## src/dsfp_pkg.sv

```systemverilog
// ----------------------------------------------------------------------------
// dsfp_pkg
// Shared types, character codes and helpers for the date string field parser.
// ----------------------------------------------------------------------------
`default_nettype none

package dsfp_pkg;

    localparam int ADDR_BITS   = 4;
    localparam int DATA_BITS   = 32;
    localparam int ORDER_BITS  = 2;
    localparam int RESULT_BITS = 17;
    localparam int SPLIT_BITS  = 14;

    // register indexes on the configuration port
    localparam logic [1:0] REG_ORDER_FIRST  = 2'd0;
    localparam logic [1:0] REG_ORDER_SECOND = 2'd1;
    localparam logic [1:0] REG_ORDER_THIRD  = 2'd2;

    // field meaning codes
    localparam logic [ORDER_BITS-1:0] ORD_YEAR  = 2'd1;
    localparam logic [ORDER_BITS-1:0] ORD_MONTH = 2'd2;
    localparam logic [ORDER_BITS-1:0] ORD_DAY   = 2'd3;

    localparam logic [ORDER_BITS-1:0] ORDER_FIRST_RESET  = ORD_MONTH;
    localparam logic [ORDER_BITS-1:0] ORDER_SECOND_RESET = ORD_DAY;
    localparam logic [ORDER_BITS-1:0] ORDER_THIRD_RESET  = ORD_YEAR;

    // field positions
    localparam logic [1:0] LAST_FIELD  = 2'd2;
    localparam logic [1:0] FIELD_COUNT = 2'd3;
    localparam logic [1:0] PREFIX_FULL = 2'd3;
    localparam logic [3:0] LENGTH_MAX  = 4'd15;
    localparam logic [3:0] LENGTH_PAD  = 4'd7;

    // character codes
    localparam logic [7:0] CH_END     = 8'h00;
    localparam logic [7:0] CH_SPACE   = " ";
    localparam logic [7:0] CH_DASH    = "-";
    localparam logic [7:0] CH_SLASH   = "/";
    localparam logic [7:0] CH_COMMA   = ",";
    localparam logic [7:0] CH_ZERO    = "0";
    localparam logic [7:0] CH_NINE    = "9";
    localparam logic [7:0] CH_UPPER_A = "A";
    localparam logic [7:0] CH_UPPER_Z = "Z";
    localparam logic [7:0] CASE_BIT   = 8'h20;

    localparam int WORD_LETTER_COUNT = 23;
    localparam logic [8*WORD_LETTER_COUNT-1:0] WORD_LETTERS = "januaryfebmrchpilgstovd";

    localparam logic [11:0][23:0] MONTH_NAMES = {
        "dec", "nov", "oct", "sep", "aug", "jul",
        "jun", "may", "apr", "mar", "feb", "jan"
    };

    typedef enum logic [4:0] {
        PH_LEAD = 5'b00001,
        PH_POST = 5'b00010,
        PH_NUM  = 5'b00100,
        PH_NAME = 5'b01000,
        PH_DONE = 5'b10000
    } phase_t;

    typedef struct packed {
        logic [1:0]       field_index;
        phase_t           phase;
        logic [14:0]      name_prefix;
        logic [1:0]       prefix_count;
        logic [7:0][3:0]  digits;
        logic [3:0]       string_length;
        logic             all_digits;
        logic             trailing_text;
        logic [2:0]       field_name;
    } scan_state_t;

    localparam scan_state_t SCAN_CLEAR = '{
        field_index:   2'd0,
        phase:         PH_LEAD,
        name_prefix:   15'd0,
        prefix_count:  2'd0,
        digits:        '0,
        string_length: 4'd0,
        all_digits:    1'b1,
        trailing_text: 1'b0,
        field_name:    3'd0
    };

    function automatic logic is_word_letter(input logic [7:0] c);
        logic hit;
        hit = 1'b0;
        for (int i = 0; i < WORD_LETTER_COUNT; i++) begin
            if (WORD_LETTERS[8*i +: 8] == c) begin
                hit = 1'b1;
            end
        end
        return hit;
    endfunction

    function automatic logic [3:0] month_number(input logic [14:0] prefix,
                                                input logic [1:0]  count);
        logic [3:0]  num;
        logic [23:0] name;
        num = 4'd0;
        for (int i = 0; i < 12; i++) begin
            name = MONTH_NAMES[i];
            if (count == PREFIX_FULL &&
                {name[20:16], name[12:8], name[4:0]} == prefix) begin
                num = 4'(i + 1);
            end
        end
        return num;
    endfunction

    function automatic logic [6:0] dec2(input logic [3:0] a, input logic [3:0] b);
        return 7'(a) * 7'd10 + 7'(b);
    endfunction

    function automatic logic [SPLIT_BITS-1:0] dec4(input logic [3:0] a, input logic [3:0] b,
                                                   input logic [3:0] c, input logic [3:0] d);
        return SPLIT_BITS'(dec2(a, b)) * SPLIT_BITS'(100) + SPLIT_BITS'(dec2(c, d));
    endfunction

endpackage

`default_nettype wire

```

## src/dsfp_scan.sv

```systemverilog
// ----------------------------------------------------------------------------
// dsfp_scan
// Per-character field scanner: folds case, classifies the byte and advances
// the field, name and digit state by one byte per step.
// ----------------------------------------------------------------------------
`default_nettype none

module dsfp_scan #(
    parameter int VALUE_BITS = 16
) (
    input  wire logic                           aclk,
    input  wire logic                           aresetn,
    input  wire logic                           advance,
    input  wire logic                           clear,
    input  wire logic [7:0]                     char_code,
    output dsfp_pkg::scan_state_t               state,
    output logic [2:0][VALUE_BITS-1:0]          field_mag
);
    import dsfp_pkg::*;

    scan_state_t                 state_reg;
    scan_state_t                 state_next;
    logic [2:0][VALUE_BITS-1:0]  mag_reg;
    logic [2:0][VALUE_BITS-1:0]  mag_next;

    logic [7:0]             c;
    logic                   is_sp;
    logic                   is_dg;
    logic                   is_wl;
    logic                   is_sep;
    logic [3:0]             digit;
    logic [1:0]             idx;
    logic [VALUE_BITS-1:0]  cur_mag;
    logic [VALUE_BITS+3:0]  acc_wide;
    logic [3:0]             word_month;
    logic                   entry;
    logic [1:0]             entry_idx;
    logic                   close;
    logic                   acc_wr;
    logic [VALUE_BITS-1:0]  acc_val;
    logic                   acc_name;

    always_comb begin
        c = char_code;
        if (char_code inside {[CH_UPPER_A:CH_UPPER_Z]}) begin
            c = char_code | CASE_BIT;
        end
        is_sp  = (c == CH_SPACE);
        is_dg  = c inside {[CH_ZERO:CH_NINE]};
        is_wl  = is_word_letter(c);
        is_sep = c inside {CH_DASH, CH_SLASH, CH_COMMA};
        digit  = c[3:0];
        idx    = state_reg.field_index;

        cur_mag  = mag_reg[idx];
        acc_wide = ({4'd0, cur_mag} << 3) + ({4'd0, cur_mag} << 1)
                 + (VALUE_BITS + 4)'(digit);
        word_month = month_number(state_reg.name_prefix, state_reg.prefix_count);

        state_next = state_reg;
        mag_next   = mag_reg;
        entry      = 1'b0;
        entry_idx  = idx;
        close      = 1'b0;
        acc_wr     = 1'b0;
        acc_val    = '0;
        acc_name   = 1'b0;

        if (clear) begin
            state_next = SCAN_CLEAR;
            mag_next   = '0;
        end else if (advance) begin
            if (state_reg.string_length != LENGTH_MAX) begin
                state_next.string_length = state_reg.string_length + 4'd1;
            end
            if (is_dg) begin
                if (!state_reg.string_length[3]) begin
                    state_next.digits[state_reg.string_length[2:0]] = digit;
                end
            end else begin
                state_next.all_digits = 1'b0;
            end

            case (state_reg.phase)
                PH_LEAD: begin
                    entry = !is_sp;
                end
                PH_POST: begin
                    if (is_dg || is_wl) begin
                        entry = 1'b1;
                    end else if (is_sep && idx != LAST_FIELD) begin
                        state_next.field_index = idx + 2'd1;
                    end else if (!is_sp) begin
                        state_next.field_index   = FIELD_COUNT;
                        state_next.phase         = PH_DONE;
                        state_next.trailing_text = 1'b1;
                    end
                end
                PH_NUM: begin
                    if (is_dg) begin
                        acc_wr  = 1'b1;
                        acc_val = (acc_wide[VALUE_BITS+3:VALUE_BITS] != 4'd0)
                                ? {VALUE_BITS{1'b1}} : acc_wide[VALUE_BITS-1:0];
                    end else begin
                        close = 1'b1;
                    end
                end
                PH_NAME: begin
                    if (is_wl) begin
                        if (state_reg.prefix_count != PREFIX_FULL) begin
                            state_next.name_prefix  = {state_reg.name_prefix[9:0], c[4:0]};
                            state_next.prefix_count = state_reg.prefix_count + 2'd1;
                        end
                    end else begin
                        acc_wr   = 1'b1;
                        acc_val  = VALUE_BITS'(word_month);
                        acc_name = (word_month != 4'd0);
                        close    = 1'b1;
                    end
                end
                PH_DONE: begin
                    state_next.trailing_text = 1'b1;
                end
                default: begin
                    state_next.phase = state_reg.phase;
                end
            endcase

            if (acc_wr) begin
                mag_next[idx]              = acc_val;
                state_next.field_name[idx] = acc_name;
            end

            if (close) begin
                if (idx == LAST_FIELD) begin
                    state_next.field_index   = FIELD_COUNT;
                    state_next.phase         = PH_DONE;
                    state_next.trailing_text = 1'b1;
                end else begin
                    state_next.field_index = idx + 2'd1;
                    if (is_sp) begin
                        state_next.phase = PH_LEAD;
                    end else begin
                        entry     = 1'b1;
                        entry_idx = idx + 2'd1;
                    end
                end
            end

            if (entry) begin
                if (is_sep) begin
                    state_next.field_index = (entry_idx == 2'd0) ? 2'd1 : entry_idx;
                    state_next.phase       = PH_POST;
                end else if (is_dg) begin
                    state_next.field_index           = entry_idx;
                    state_next.phase                 = PH_NUM;
                    mag_next[entry_idx]              = VALUE_BITS'(digit);
                    state_next.field_name[entry_idx] = 1'b0;
                end else if (is_wl) begin
                    state_next.field_index  = entry_idx;
                    state_next.phase        = PH_NAME;
                    state_next.name_prefix  = 15'(c[4:0]);
                    state_next.prefix_count = 2'd1;
                end else begin
                    state_next.field_index   = FIELD_COUNT;
                    state_next.phase         = PH_DONE;
                    state_next.trailing_text = 1'b1;
                end
            end
        end
    end

    always_ff @(posedge aclk) begin
        if (!aresetn) begin
            state_reg <= SCAN_CLEAR;
            mag_reg   <= '0;
        end else begin
            state_reg <= state_next;
            mag_reg   <= mag_next;
        end
    end

    assign state     = state_reg;
    assign field_mag = mag_reg;

endmodule

`default_nettype wire

```

## src/dsfp_assemble.sv

```systemverilog
// ----------------------------------------------------------------------------
// dsfp_assemble
// End-of-string result: closes an open month name, applies trailing text,
// splits fixed-width digit strings and places the fields as month, day, year.
// ----------------------------------------------------------------------------
`default_nettype none

module dsfp_assemble #(
    parameter int VALUE_BITS = 16
) (
    input  wire dsfp_pkg::scan_state_t                 state,
    input  wire logic [2:0][VALUE_BITS-1:0]            field_mag,
    input  wire logic [dsfp_pkg::ORDER_BITS-1:0]       order_first,
    input  wire logic [dsfp_pkg::ORDER_BITS-1:0]       order_second,
    input  wire logic [dsfp_pkg::ORDER_BITS-1:0]       order_third,
    output logic signed [dsfp_pkg::RESULT_BITS-1:0]    month_value,
    output logic signed [dsfp_pkg::RESULT_BITS-1:0]    day_value,
    output logic signed [dsfp_pkg::RESULT_BITS-1:0]    year_value
);
    import dsfp_pkg::*;

    localparam int WIDE_BITS = (VALUE_BITS > SPLIT_BITS) ? VALUE_BITS : SPLIT_BITS;
    localparam logic [WIDE_BITS-1:0] SAT_MAX = WIDE_BITS'({VALUE_BITS{1'b1}});

    logic [2:0][VALUE_BITS-1:0]   mag;
    logic [2:0]                   neg;
    logic [3:0]                   word_month;
    logic                         split_en;
    logic [7:0][3:0]              b;
    logic [7:0][3:0]              d;
    logic [2:0][SPLIT_BITS-1:0]   split_raw;
    logic [WIDE_BITS-1:0]         wide;
    logic [2:0][RESULT_BITS-1:0]  fv;
    logic [2:0][ORDER_BITS-1:0]   ord;
    logic [RESULT_BITS-1:0]       mon;
    logic [RESULT_BITS-1:0]       day;
    logic [RESULT_BITS-1:0]       yr;

    always_comb begin
        mag        = field_mag;
        neg        = state.field_name;
        word_month = month_number(state.name_prefix, state.prefix_count);

        if (state.phase == PH_NAME && state.field_index != FIELD_COUNT) begin
            mag[state.field_index] = VALUE_BITS'(word_month);
            neg[state.field_index] = (word_month != 4'd0);
        end
        if (state.trailing_text) begin
            mag[2] = '0;
            neg[2] = 1'b0;
        end

        b        = state.digits;
        d        = (state.string_length == LENGTH_PAD) ? {b[6:0], 4'd0} : b;
        split_en = state.all_digits && (state.string_length inside {[4'd5:4'd8]});

        case (state.string_length)
            4'd5: begin
                split_raw[0] = SPLIT_BITS'(b[0]);
                split_raw[1] = SPLIT_BITS'(dec2(b[1], b[2]));
                split_raw[2] = SPLIT_BITS'(dec2(b[3], b[4]));
            end
            4'd6: begin
                split_raw[0] = SPLIT_BITS'(dec2(b[0], b[1]));
                split_raw[1] = SPLIT_BITS'(dec2(b[2], b[3]));
                split_raw[2] = SPLIT_BITS'(dec2(b[4], b[5]));
            end
            default: begin
                if (order_first == ORD_YEAR) begin
                    split_raw[0] = dec4(d[0], d[1], d[2], d[3]);
                    split_raw[1] = SPLIT_BITS'(dec2(d[4], d[5]));
                    split_raw[2] = SPLIT_BITS'(dec2(d[6], d[7]));
                end else if (order_second == ORD_YEAR) begin
                    split_raw[0] = SPLIT_BITS'(dec2(d[0], d[1]));
                    split_raw[1] = dec4(d[2], d[3], d[4], d[5]);
                    split_raw[2] = SPLIT_BITS'(dec2(d[6], d[7]));
                end else begin
                    split_raw[0] = SPLIT_BITS'(dec2(d[0], d[1]));
                    split_raw[1] = SPLIT_BITS'(dec2(d[2], d[3]));
                    split_raw[2] = dec4(d[4], d[5], d[6], d[7]);
                end
            end
        endcase

        wide = '0;
        if (split_en) begin
            for (int k = 0; k < 3; k++) begin
                wide   = WIDE_BITS'(split_raw[k]);
                mag[k] = (wide > SAT_MAX) ? {VALUE_BITS{1'b1}} : wide[VALUE_BITS-1:0];
                neg[k] = 1'b0;
            end
        end

        for (int k = 0; k < 3; k++) begin
            fv[k] = neg[k] ? -RESULT_BITS'(mag[k][3:0]) : RESULT_BITS'(mag[k]);
        end

        ord[0] = order_first;
        ord[1] = order_second;
        ord[2] = order_third;
        mon    = '0;
        day    = '0;
        yr     = '0;
        if (neg[0]) begin
            mon = RESULT_BITS'(mag[0][3:0]);
            day = fv[1];
            yr  = fv[2];
        end else if (neg[1]) begin
            mon = RESULT_BITS'(mag[1][3:0]);
            day = fv[0];
            yr  = fv[2];
        end else begin
            for (int k = 0; k < 3; k++) begin
                case (ord[k])
                    ORD_YEAR:  yr  = fv[k];
                    ORD_MONTH: mon = fv[k];
                    ORD_DAY:   day = fv[k];
                    default:   ;
                endcase
            end
        end

        month_value = signed'(mon);
        day_value   = signed'(day);
        year_value  = signed'(yr);
    end

endmodule

`default_nettype wire

```

## src/date_string_field_parser_unit.sv

```systemverilog
// ----------------------------------------------------------------------------
// date_string_field_parser_unit
// Streaming date string parser: one byte per beat in, one month/day/year
// result per zero-terminated string out.
// ----------------------------------------------------------------------------
// Usage:
//   s_ channel: one byte of a date string per beat (s_char_code); a zero byte
//   ends the string. Letters are case-blind. Non-zero bytes give no result.
//   m_ channel: one beat per terminated string carrying month, day and year
//   as 17-bit two's complement values.
//   APB port: order registers at 0x0, 0x4, 0x8 (first, second, third field
//   meaning; 1 year, 2 month, 3 day). Write them only while the unit is idle.
// Timing:
//   A byte is taken into an input register and scanned from there; a
//   terminating byte loads the output register at the edge at which it
//   leaves the input register, which raises m_valid. Sustained rate is one
//   byte per cycle while no zero byte waits there for the output register.
// Reset and stalls:
//   aresetn (synchronous, active low) clears the parse state and the order
//   registers to 2, 3, 1. While m_ready is low with a result pending, bytes
//   that end no string keep flowing; a zero byte waits in the input register.
// ----------------------------------------------------------------------------
`default_nettype none

module date_string_field_parser_unit #(
    parameter int VALUE_BITS = 16
) (
    input  wire logic                                  aclk,
    input  wire logic                                  aresetn,
    input  wire logic                                  psel,
    input  wire logic                                  penable,
    input  wire logic                                  pwrite,
    input  wire logic [dsfp_pkg::ADDR_BITS-1:0]        paddr,
    input  wire logic [dsfp_pkg::DATA_BITS-1:0]        pwdata,
    output logic      [dsfp_pkg::DATA_BITS-1:0]        prdata,
    output logic                                       pready,
    input  wire logic                                  s_valid,
    output logic                                       s_ready,
    input  wire logic [7:0]                            s_char_code,
    output logic                                       m_valid,
    input  wire logic                                  m_ready,
    output logic signed [dsfp_pkg::RESULT_BITS-1:0]    m_month_value,
    output logic signed [dsfp_pkg::RESULT_BITS-1:0]    m_day_value,
    output logic signed [dsfp_pkg::RESULT_BITS-1:0]    m_year_value
);
    import dsfp_pkg::*;

    logic [ORDER_BITS-1:0]         order_first_reg;
    logic [ORDER_BITS-1:0]         order_second_reg;
    logic [ORDER_BITS-1:0]         order_third_reg;
    logic                          cfg_write;
    logic [1:0]                    cfg_sel;

    logic                          in_valid_reg;
    logic [7:0]                    in_char_reg;
    logic                          in_is_end;
    logic                          out_free;
    logic                          step;
    logic                          s_beat;

    logic                          out_valid_reg;
    logic signed [RESULT_BITS-1:0] month_reg;
    logic signed [RESULT_BITS-1:0] day_reg;
    logic signed [RESULT_BITS-1:0] year_reg;

    scan_state_t                   scan_state;
    logic [2:0][VALUE_BITS-1:0]    field_mag;
    logic signed [RESULT_BITS-1:0] month_next;
    logic signed [RESULT_BITS-1:0] day_next;
    logic signed [RESULT_BITS-1:0] year_next;

    // configuration
    assign pready    = 1'b1;
    assign cfg_sel   = paddr[ADDR_BITS-1:2];
    assign cfg_write = psel && penable && pwrite && pready;

    always_ff @(posedge aclk) begin
        if (!aresetn) begin
            order_first_reg  <= ORDER_FIRST_RESET;
            order_second_reg <= ORDER_SECOND_RESET;
            order_third_reg  <= ORDER_THIRD_RESET;
        end else if (cfg_write) begin
            case (cfg_sel)
                REG_ORDER_FIRST:  order_first_reg  <= pwdata[ORDER_BITS-1:0];
                REG_ORDER_SECOND: order_second_reg <= pwdata[ORDER_BITS-1:0];
                REG_ORDER_THIRD:  order_third_reg  <= pwdata[ORDER_BITS-1:0];
                default:          ;
            endcase
        end
    end

    always_comb begin
        case (cfg_sel)
            REG_ORDER_FIRST:  prdata = DATA_BITS'(order_first_reg);
            REG_ORDER_SECOND: prdata = DATA_BITS'(order_second_reg);
            REG_ORDER_THIRD:  prdata = DATA_BITS'(order_third_reg);
            default:          prdata = '0;
        endcase
    end

    // handshake: a terminating byte advances only when the result register frees
    assign in_is_end = (in_char_reg == CH_END);
    assign out_free  = !out_valid_reg || m_ready;
    assign step      = in_valid_reg && (!in_is_end || out_free);
    assign s_ready   = !in_valid_reg || step;
    assign s_beat    = s_valid && s_ready;

    always_ff @(posedge aclk) begin
        if (!aresetn) begin
            in_valid_reg <= 1'b0;
        end else if (s_beat) begin
            in_valid_reg <= 1'b1;
        end else if (step) begin
            in_valid_reg <= 1'b0;
        end
    end

    always_ff @(posedge aclk) begin
        if (s_beat) begin
            in_char_reg <= s_char_code;
        end
    end

    dsfp_scan #(
        .VALUE_BITS (VALUE_BITS)
    ) u_scan (
        .aclk      (aclk),
        .aresetn   (aresetn),
        .advance   (step && !in_is_end),
        .clear     (step && in_is_end),
        .char_code (in_char_reg),
        .state     (scan_state),
        .field_mag (field_mag)
    );

    dsfp_assemble #(
        .VALUE_BITS (VALUE_BITS)
    ) u_assemble (
        .state        (scan_state),
        .field_mag    (field_mag),
        .order_first  (order_first_reg),
        .order_second (order_second_reg),
        .order_third  (order_third_reg),
        .month_value  (month_next),
        .day_value    (day_next),
        .year_value   (year_next)
    );

    always_ff @(posedge aclk) begin
        if (!aresetn) begin
            out_valid_reg <= 1'b0;
        end else if (step && in_is_end) begin
            out_valid_reg <= 1'b1;
        end else if (m_ready) begin
            out_valid_reg <= 1'b0;
        end
    end

    always_ff @(posedge aclk) begin
        if (step && in_is_end) begin
            month_reg <= month_next;
            day_reg   <= day_next;
            year_reg  <= year_next;
        end
    end

    assign m_valid       = out_valid_reg;
    assign m_month_value = month_reg;
    assign m_day_value   = day_reg;
    assign m_year_value  = year_reg;

endmodule

`default_nettype wire

```

## config.mk

```make
export PLATFORM = sky130hd
export DESIGN_NAME = date_string_field_parser_unit
export DESIGN_NICKNAME = d
export VERILOG_FILES = /design/src/dsfp_pkg.sv /design/src/dsfp_scan.sv /design/src/dsfp_assemble.sv /design/src/date_string_field_parser_unit.sv
export SDC_FILE = /design/constraint.sdc
export NUM_CORES = 1
export LEC_CHECK = 0
export ABC_AREA = 1
export BUFFER_PORTS_ARGS = -buffer_cell sky130_fd_sc_hd__buf_2
export CELL_PAD_IN_SITES_DETAIL_PLACEMENT = 0
export CELL_PAD_IN_SITES_GLOBAL_PLACEMENT = 1
export CORE_ASPECT_RATIO = 1.75
export CORE_MARGIN = 3
export CORE_UTILIZATION = 48
export DETAILED_ROUTE_END_ITERATION = 7
export PLACE_DENSITY = 0.89
export SYNTH_ARGS = -nofsm -noshare
export SYNTH_HDL_FRONTEND = slang
export SYNTH_SLANG_ARGS = --single-unit
```

## constraint.sdc

```tcl
create_clock -name aclk -period 14.3 [get_ports aclk]
set_input_delay 0.715 -clock aclk [delete_from_list [all_inputs] [get_ports aclk]]
set_output_delay 0.715 -clock aclk [all_outputs]
set_load 0.03 [all_outputs]
```

==> results of run 1 <==
==> critical path, delay by kind of cell, from the launching register on <==
kind	cells	cell delay [ns]
buffers and inverters	3	0.60
flip-flops	1	0.41
AO/OA/AOI/OAI	6	1.40
AND/OR/NAND/NOR	9	0.91
XOR/XNOR	2	0.59
adder cells (fa/ha/maj)	8	2.58
==> synth_stat cells (20+ instances only) <==
cell	n	area, um^2
nand4_1	41	256.5
inv_2	22	82.58
xor2_1	43	376.6
buf_4	36	270.3
dfxtp_1	121	2422
a21oi_1	228	1141
edfxtp_1	59	1772
o211ai_1	20	150.1
nand3_1	239	1196
inv_1	343	1287
ha_1	187	2340
o21ai_0	195	975.9
nand2_1	690	2590
nor3_1	23	115.1
nor2_1	221	829.6
fa_1	29	580.6
clkbuf_1	51	191.4
==> layout make-up <==
cell class,instances,area [um^2],share of cell area (%)
clock inverter,15,195.2,0.9995
multi-input combinational,2152,12230,62.65
tap,480,600.6,3.076
clock buffer,17,425.4,2.179
sequential,180,4194,21.48
timing repair buffer,91,500.5,2.563
inverter,367,1378,7.055
==> where the power goes <==
| group | internal [mW] | switching (mW) |
|---|---|---|
| registers | 0.530 | 0.00946 |
| logic | 0.0501 | 0.132 |
| clock network | 0.241 | 0.257 |
| total | 0.821 | 0.399 |
==> layer usage <==
layer / global-route usage (%) / vias to the layer above
li1: - / 9219
met1: 33.57 / 8720
met2: 54.06 / 678
met3: 2.704 / 159
met4: 17.34 / 0
met5: 0 / -
==> logic make-up after synthesis <==
family | after synthesis | share of synthesized area [%]
compound gates | 546 | 16.66
mux | 2 | 0.1094
fa+ha+maj | 216 | 15.96
other cells | 2 | 0.04104
buf+inv | 482 | 10.91
flops | 180 | 22.92
simple gates | 1299 | 30.63
xor+xnor | 58 | 2.776
==> through the flow <==
| step | hold slack (ns) | power, mW | instance area, um^2 | setup slack, ns | instances |
|---|---|---|---|---|---|
| 2_1_floorplan | 0.4205 | 0.6847 | 18410 | 8.703 | 2814 |
| 3_3_place_gp | 0.4368 | 0.7279 | 18910 | 7.618 | 3270 |
| 3_5_place_dp | 0.4492 | 0.7302 | 18910 | 7.579 | 3270 |
| 4_1_cts | 0.4076 | 1.224 | 19530 | 7.542 | 3302 |
| 5_1_grt | 0.4049 | 1.265 | 19530 | 7.009 | 3302 |
| 6_report | 0.4140 | 1.220 | 19530 | 7.543 | 3302 |
==> final timing paths <==
| path | slack [ns] | startpoint | depth (start not counted) | to |
|---|---|---|---|---|
| max | 7.54 | u_scan.state[6]$_SDFFE_PP0P_ | 28 | m_day_value[11]$_DFFE_PP_ |
| min | 0.41 | s_char_code[4] | 1 | in_char_reg[4]$_DFFE_PP_ |
| max reg2reg | 7.54 | u_scan.state[6]$_SDFFE_PP0P_ | 28 | m_day_value[11]$_DFFE_PP_ |
| min reg2reg | 0.46 | u_scan.state[38]$_SDFFE_PP0P_ | 2 | u_scan.state[38]$_SDFFE_PP0P_ |
==> results_dict.tcl, run 1 <==
set metrics [dict create \
    dr.pass1.iters 8 \
    setup_viol 0 \
    routed_wl_mm 62.63 \
    cts_resized 0 \
    track_usage_pct 29.77 \
    critPathKind "flip-flop to flip-flop" \
    syn_inst 2785 \
    io_pins 137 \
    worstPathRequired_ns 14.51 \
    place.gp.congestion 0.9563 \
    end_kind "flip-flop" \
    wl_met3_mm 3.201 \
    dr_wl_met2_mm 31.91 \
    numCtsBuffers 17 \
    core_um2 37640 \
    route.detailed.drc 0 \
    mostFrequentLayoutCells "690 x nand2_1, 342 x inv_1, 239 x nand3_1" \
    die_h_um 264.3 \
    max_slew.worst_pin.slew_ns 1.323 \
    cp_slowest_cell "o21ai_0" \
    fin_util_pct 51.89 \
    drt_iter0_markers 1334 \
    worst-path-max-fanout 54 \
    grt_max_degree 56 \
    drt-vias-per-instance 5.686 \
    ant_nets 0 \
    fin_crit_sh_pct 47.25 \
    grt_setup_unrepaired "no" \
    p_leak_nw 9.404 \
    final_common_cell "nand2_1" \
    ys.flop_type "dfxtp_1" \
    diodes 0 \
    grt_pass1_wl_mm 96.70 \
    maxSlewViolCount 0 \
    grt_overflow 0 \
    synth_edf_count 59 \
    std_cell_rows 94 \
    holdCritPathClass "input pin to flip-flop" \
    hpwl_mm 49.35 \
    synth.distinct_cells 55 \
    post-cts-setup-buffer-count 0 \
    n_fill_cell 3898 \
    ir_drop_uv 65.44 \
    critPathMaxStageDelay_ns 0.82 \
    cts_sinks 180 \
    hold_viol 0 \
    grt_pass1_vias 17775 \
    ys_seq_elements 180 \
    fin_skew_ns 0.01942 \
    h-tree-depth 4 \
    crit_arrival_ns 6.97 \
    critPathMostFrequentCell "ha_1" \
    status "finished clean" \
    die_w_um 153.6 \
    relSlewSlack_pct 11.50 \
    avgSynthCellArea_um2 6.570 \
    top_layer_used "met4" \
    yosys_warnings 0 \
    port_buffers 73 \
    die_area_um2 40590 \
    cap_violations 0 \
    synthArstFlopShare_pct 0 \
    antenna_found_initial 0 \
    final.setup.tns_ns 0 \
    drt-met1-wl_mm 23.43 \
    critical_path.startpoint_type "flip-flop" \
    min_period_ns 6.757 \
    cts_tree "done" \
    ctsHoldBuffers 0 \
    max_freq_mhz 148.0 \
    avgRoutedWirePerCell_um 18.97 \
    start_util_pct 48.62 \
    syn_area_um2 18300 \
    layout-drive-gt1-share_pct 7.831 \
    powerDensity_nw_per_um2 62.49 \
    syn_to_final_growth_pct 6.715 \
    clkLatencyLatePin_ns 0.47 \
    clkSlewWorstSetupHoldPaths_ns 0.09 \
    clockBufferDepth 2 \
    largest_reg_flops 63 \
    clock-root-buffer "clkbuf_16" \
    ys_seq_area_share_pct 22.92 \
    via_count 18776 \
    final_nets 3076 \
]
No activity file was read; power rests on OpenSTA's default activity.
==> inputs of run 2 (changes only) <==
--- a/config.mk
+++ b/config.mk
@@ -11,9 +11,9 @@
 export CELL_PAD_IN_SITES_GLOBAL_PLACEMENT = 1
 export CORE_ASPECT_RATIO = 1.75
 export CORE_MARGIN = 3
-export CORE_UTILIZATION = 48
+export CORE_UTILIZATION = 45
 export DETAILED_ROUTE_END_ITERATION = 7
-export PLACE_DENSITY = 0.89
+export PLACE_DENSITY = 0.84
 export SYNTH_ARGS = -nofsm -noshare
 export SYNTH_HDL_FRONTEND = slang
 export SYNTH_SLANG_ARGS = --single-unit
==> constraint.sdc (replaced) <==
create_clock -name aclk -period 6.5 [get_ports aclk]
set_input_delay 0.325 -clock aclk [delete_from_list [all_inputs] [get_ports aclk]]
set_output_delay 0.325 -clock aclk [all_outputs]
set_load 0.03 [all_outputs]
==> results_dict.tcl, run 2 (synthesized netlist as in run 1, its figures left out) <==
set metrics [dict create \
    placedCellCount 3291 \
    fin_skew_ns 0.01542 \
    r2r_end "m_year_value[12]$_DFFE_PP_" \
    holdCritPathClass "input pin to flip-flop" \
    critPathMaxStageDelay_ns 0.46 \
    grt_pass1_vias 18028 \
    mostFrequentLayoutCells "690 x nand2_1, 342 x inv_1, 239 x nand3_1" \
    drt-vias-per-instance 5.578 \
    cts_sinks 180 \
    layout-drive-gt1-share_pct 8.098 \
    via_count 18535 \
    crit_path_end "m_year_value[12]$_DFFE_PP_" \
    clockBufferDepth 2 \
    h-tree-depth 4 \
    start_util_pct 45.69 \
    internal_power_mw 1.800 \
    die_h_um 272.8 \
    clkSlewWorstSetupHoldPaths_ns 0.09 \
    core_um2 40050 \
    min-delay-start "s_char_code[4]" \
    ff2ff_setup_slack_ns 0.33 \
    route.detailed.drc 0 \
    min_period_ns 6.169 \
    dr.pass1.iters 8 \
    fin_util_pct 48.93 \
    grt_pass1_wl_mm 97.73 \
    pwr-share-comb_pct 15.0 \
    place.gp.congestion 0.9740 \
    hold_viol 0 \
    p_leak_nw 9.428 \
    ant_nets 0 \
    final_common_cell "nand2_1" \
    end_kind "flip-flop" \
    reg2reg_depth 30 \
    die_area_um2 43210 \
    ir_drop_uv 152.4 \
    grt_overflow 0 \
    fin_crit_sh_pct 94.91 \
    cap_violations 0 \
    drt_iter0_markers 1302 \
    relSlewSlack_pct 24.10 \
    die_w_um 158.4 \
    worstPathRequired_ns 6.72 \
    syn_to_final_growth_pct 7.097 \
    startpoint "u_scan.state[6]$_SDFFE_PP0P_" \
    setup_viol 0 \
    clock-root-buffer "clkbuf_16" \
    io_pins 137 \
    critical_path.startpoint_type "flip-flop" \
    diodes 0 \
    port_buffers 73 \
    status "finished clean" \
    hpwl_mm 49.72 \
    reg2reg_from "u_scan.state[6]$_SDFFE_PP0P_" \
    p_seq_share_pct 44.2 \
    avgRoutedWirePerCell_um 18.90 \
    powerDensity_nw_per_um2 137.1 \
    grt_max_degree 56 \
    stdcell_count 3323 \
    n_fill_cell 4121 \
    std_cell_rows 97 \
    max_slew.worst_pin.slew_ns 1.139 \
    whs_ns 0.03439 \
    track_usage_pct 28.83 \
    routed_wl_mm 62.82 \
    switching_power_uw 886.1 \
    antenna_found_initial 0 \
    cts_tree "done" \
    critPathKind "flip-flop to flip-flop" \
    max_freq_mhz 162.1 \
    swShare_pct 32.99 \
    critPathMostFrequentCell "ha_1" \
    p_clk_share_pct 40.8 \
    clkLatencyLatePin_ns 0.46 \
    crit_arrival_ns 6.39 \
    ctsHoldBuffers 0 \
    largest_reg_flops 63 \
    cp_slowest_cell "fa_1" \
    final_nets 3082 \
    maxSlewViolCount 0 \
    worst-path-max-fanout 15 \
    numCtsBuffers 17 \
]
==> run 2: worst min path at each step <==
stage	to	cells after the start
CTS	in_char_reg[6]$_DFFE_PP_	1
global route	in_char_reg[4]$_DFFE_PP_	1
floorplan	u_scan.state[37]$_SDFFE_PP0P_	2
finish	in_char_reg[4]$_DFFE_PP_	1
global placement	u_scan.state[38]$_SDFFE_PP0P_	2
detailed placement	u_scan.state[37]$_SDFFE_PP0P_	2
==> run 2: power by group through the flow <==
stage / clock network [mW] / registers, mW / logic, mW
after floorplan: 0 / 1.20 / 0.307
after global routing: 1.14 / 1.19 / 0.443
after detailed placement: 0 / 1.21 / 0.396
after global placement: 0 / 1.21 / 0.391
after CTS: 1.11 / 1.19 / 0.398
final: 1.10 / 1.19 / 0.403
==> run 2: final cells by class <==
cell class / instances / area (um^2) / area share, %
multi-input cells: 2152 / 12260 / 62.54
flip-flops and latches: 180 / 4194 / 21.40
clock inverters: 15 / 178.9 / 0.9130
clock buffers: 17 / 425.4 / 2.171
inverters: 367 / 1378 / 7.029
repair buffers: 97 / 545.5 / 2.784
well taps: 495 / 619.3 / 3.160
==> run 2: per-layer routing <==
layer  share of wire, %  vias up  routed length [um]  track usage (%)
met1                 37     8493               23280            31.36
met4                7.1        0                4443            17.97
li1                   -     9229                   -                -
met3                4.8      181                3028            3.106
met5                  0        -                   0                0
met2                 51      632               32070            52.27
==> run 2: critical path, delay by kind of cell, from the launching register on <==
| kind | cells | cell delay, ns |
|---|---|---|
| AO/OA/AOI/OAI | 3 | 0.47 |
| XOR/XNOR | 1 | 0.23 |
| adder cells (fa/ha/maj) | 8 | 2.64 |
| buffers and inverters | 4 | 0.39 |
| flip-flops | 1 | 0.42 |
| AND/OR/NAND/NOR | 14 | 1.76 |
==> run 2: what timing repair did <==
action | 4_1_cts | 5_1_grt
resized for setup | 0 | 5
endpoints found under the setup margin | 0 | 9
buffers inserted | 0 | 0
==> run 2: per-stage QoR <==
step	cell area, um^2	setup TNS [ns]	power [mW]	setup WS, ns
finish	19600	0	2.686	0.3309
global route	19600	-0.005190	2.775	-0.005190
CTS	19580	0	2.695	0.2733
detailed placement	18970	0	1.608	0.3071
global placement	18970	0	1.604	0.3820
floorplan	18410	0	1.506	0.9031
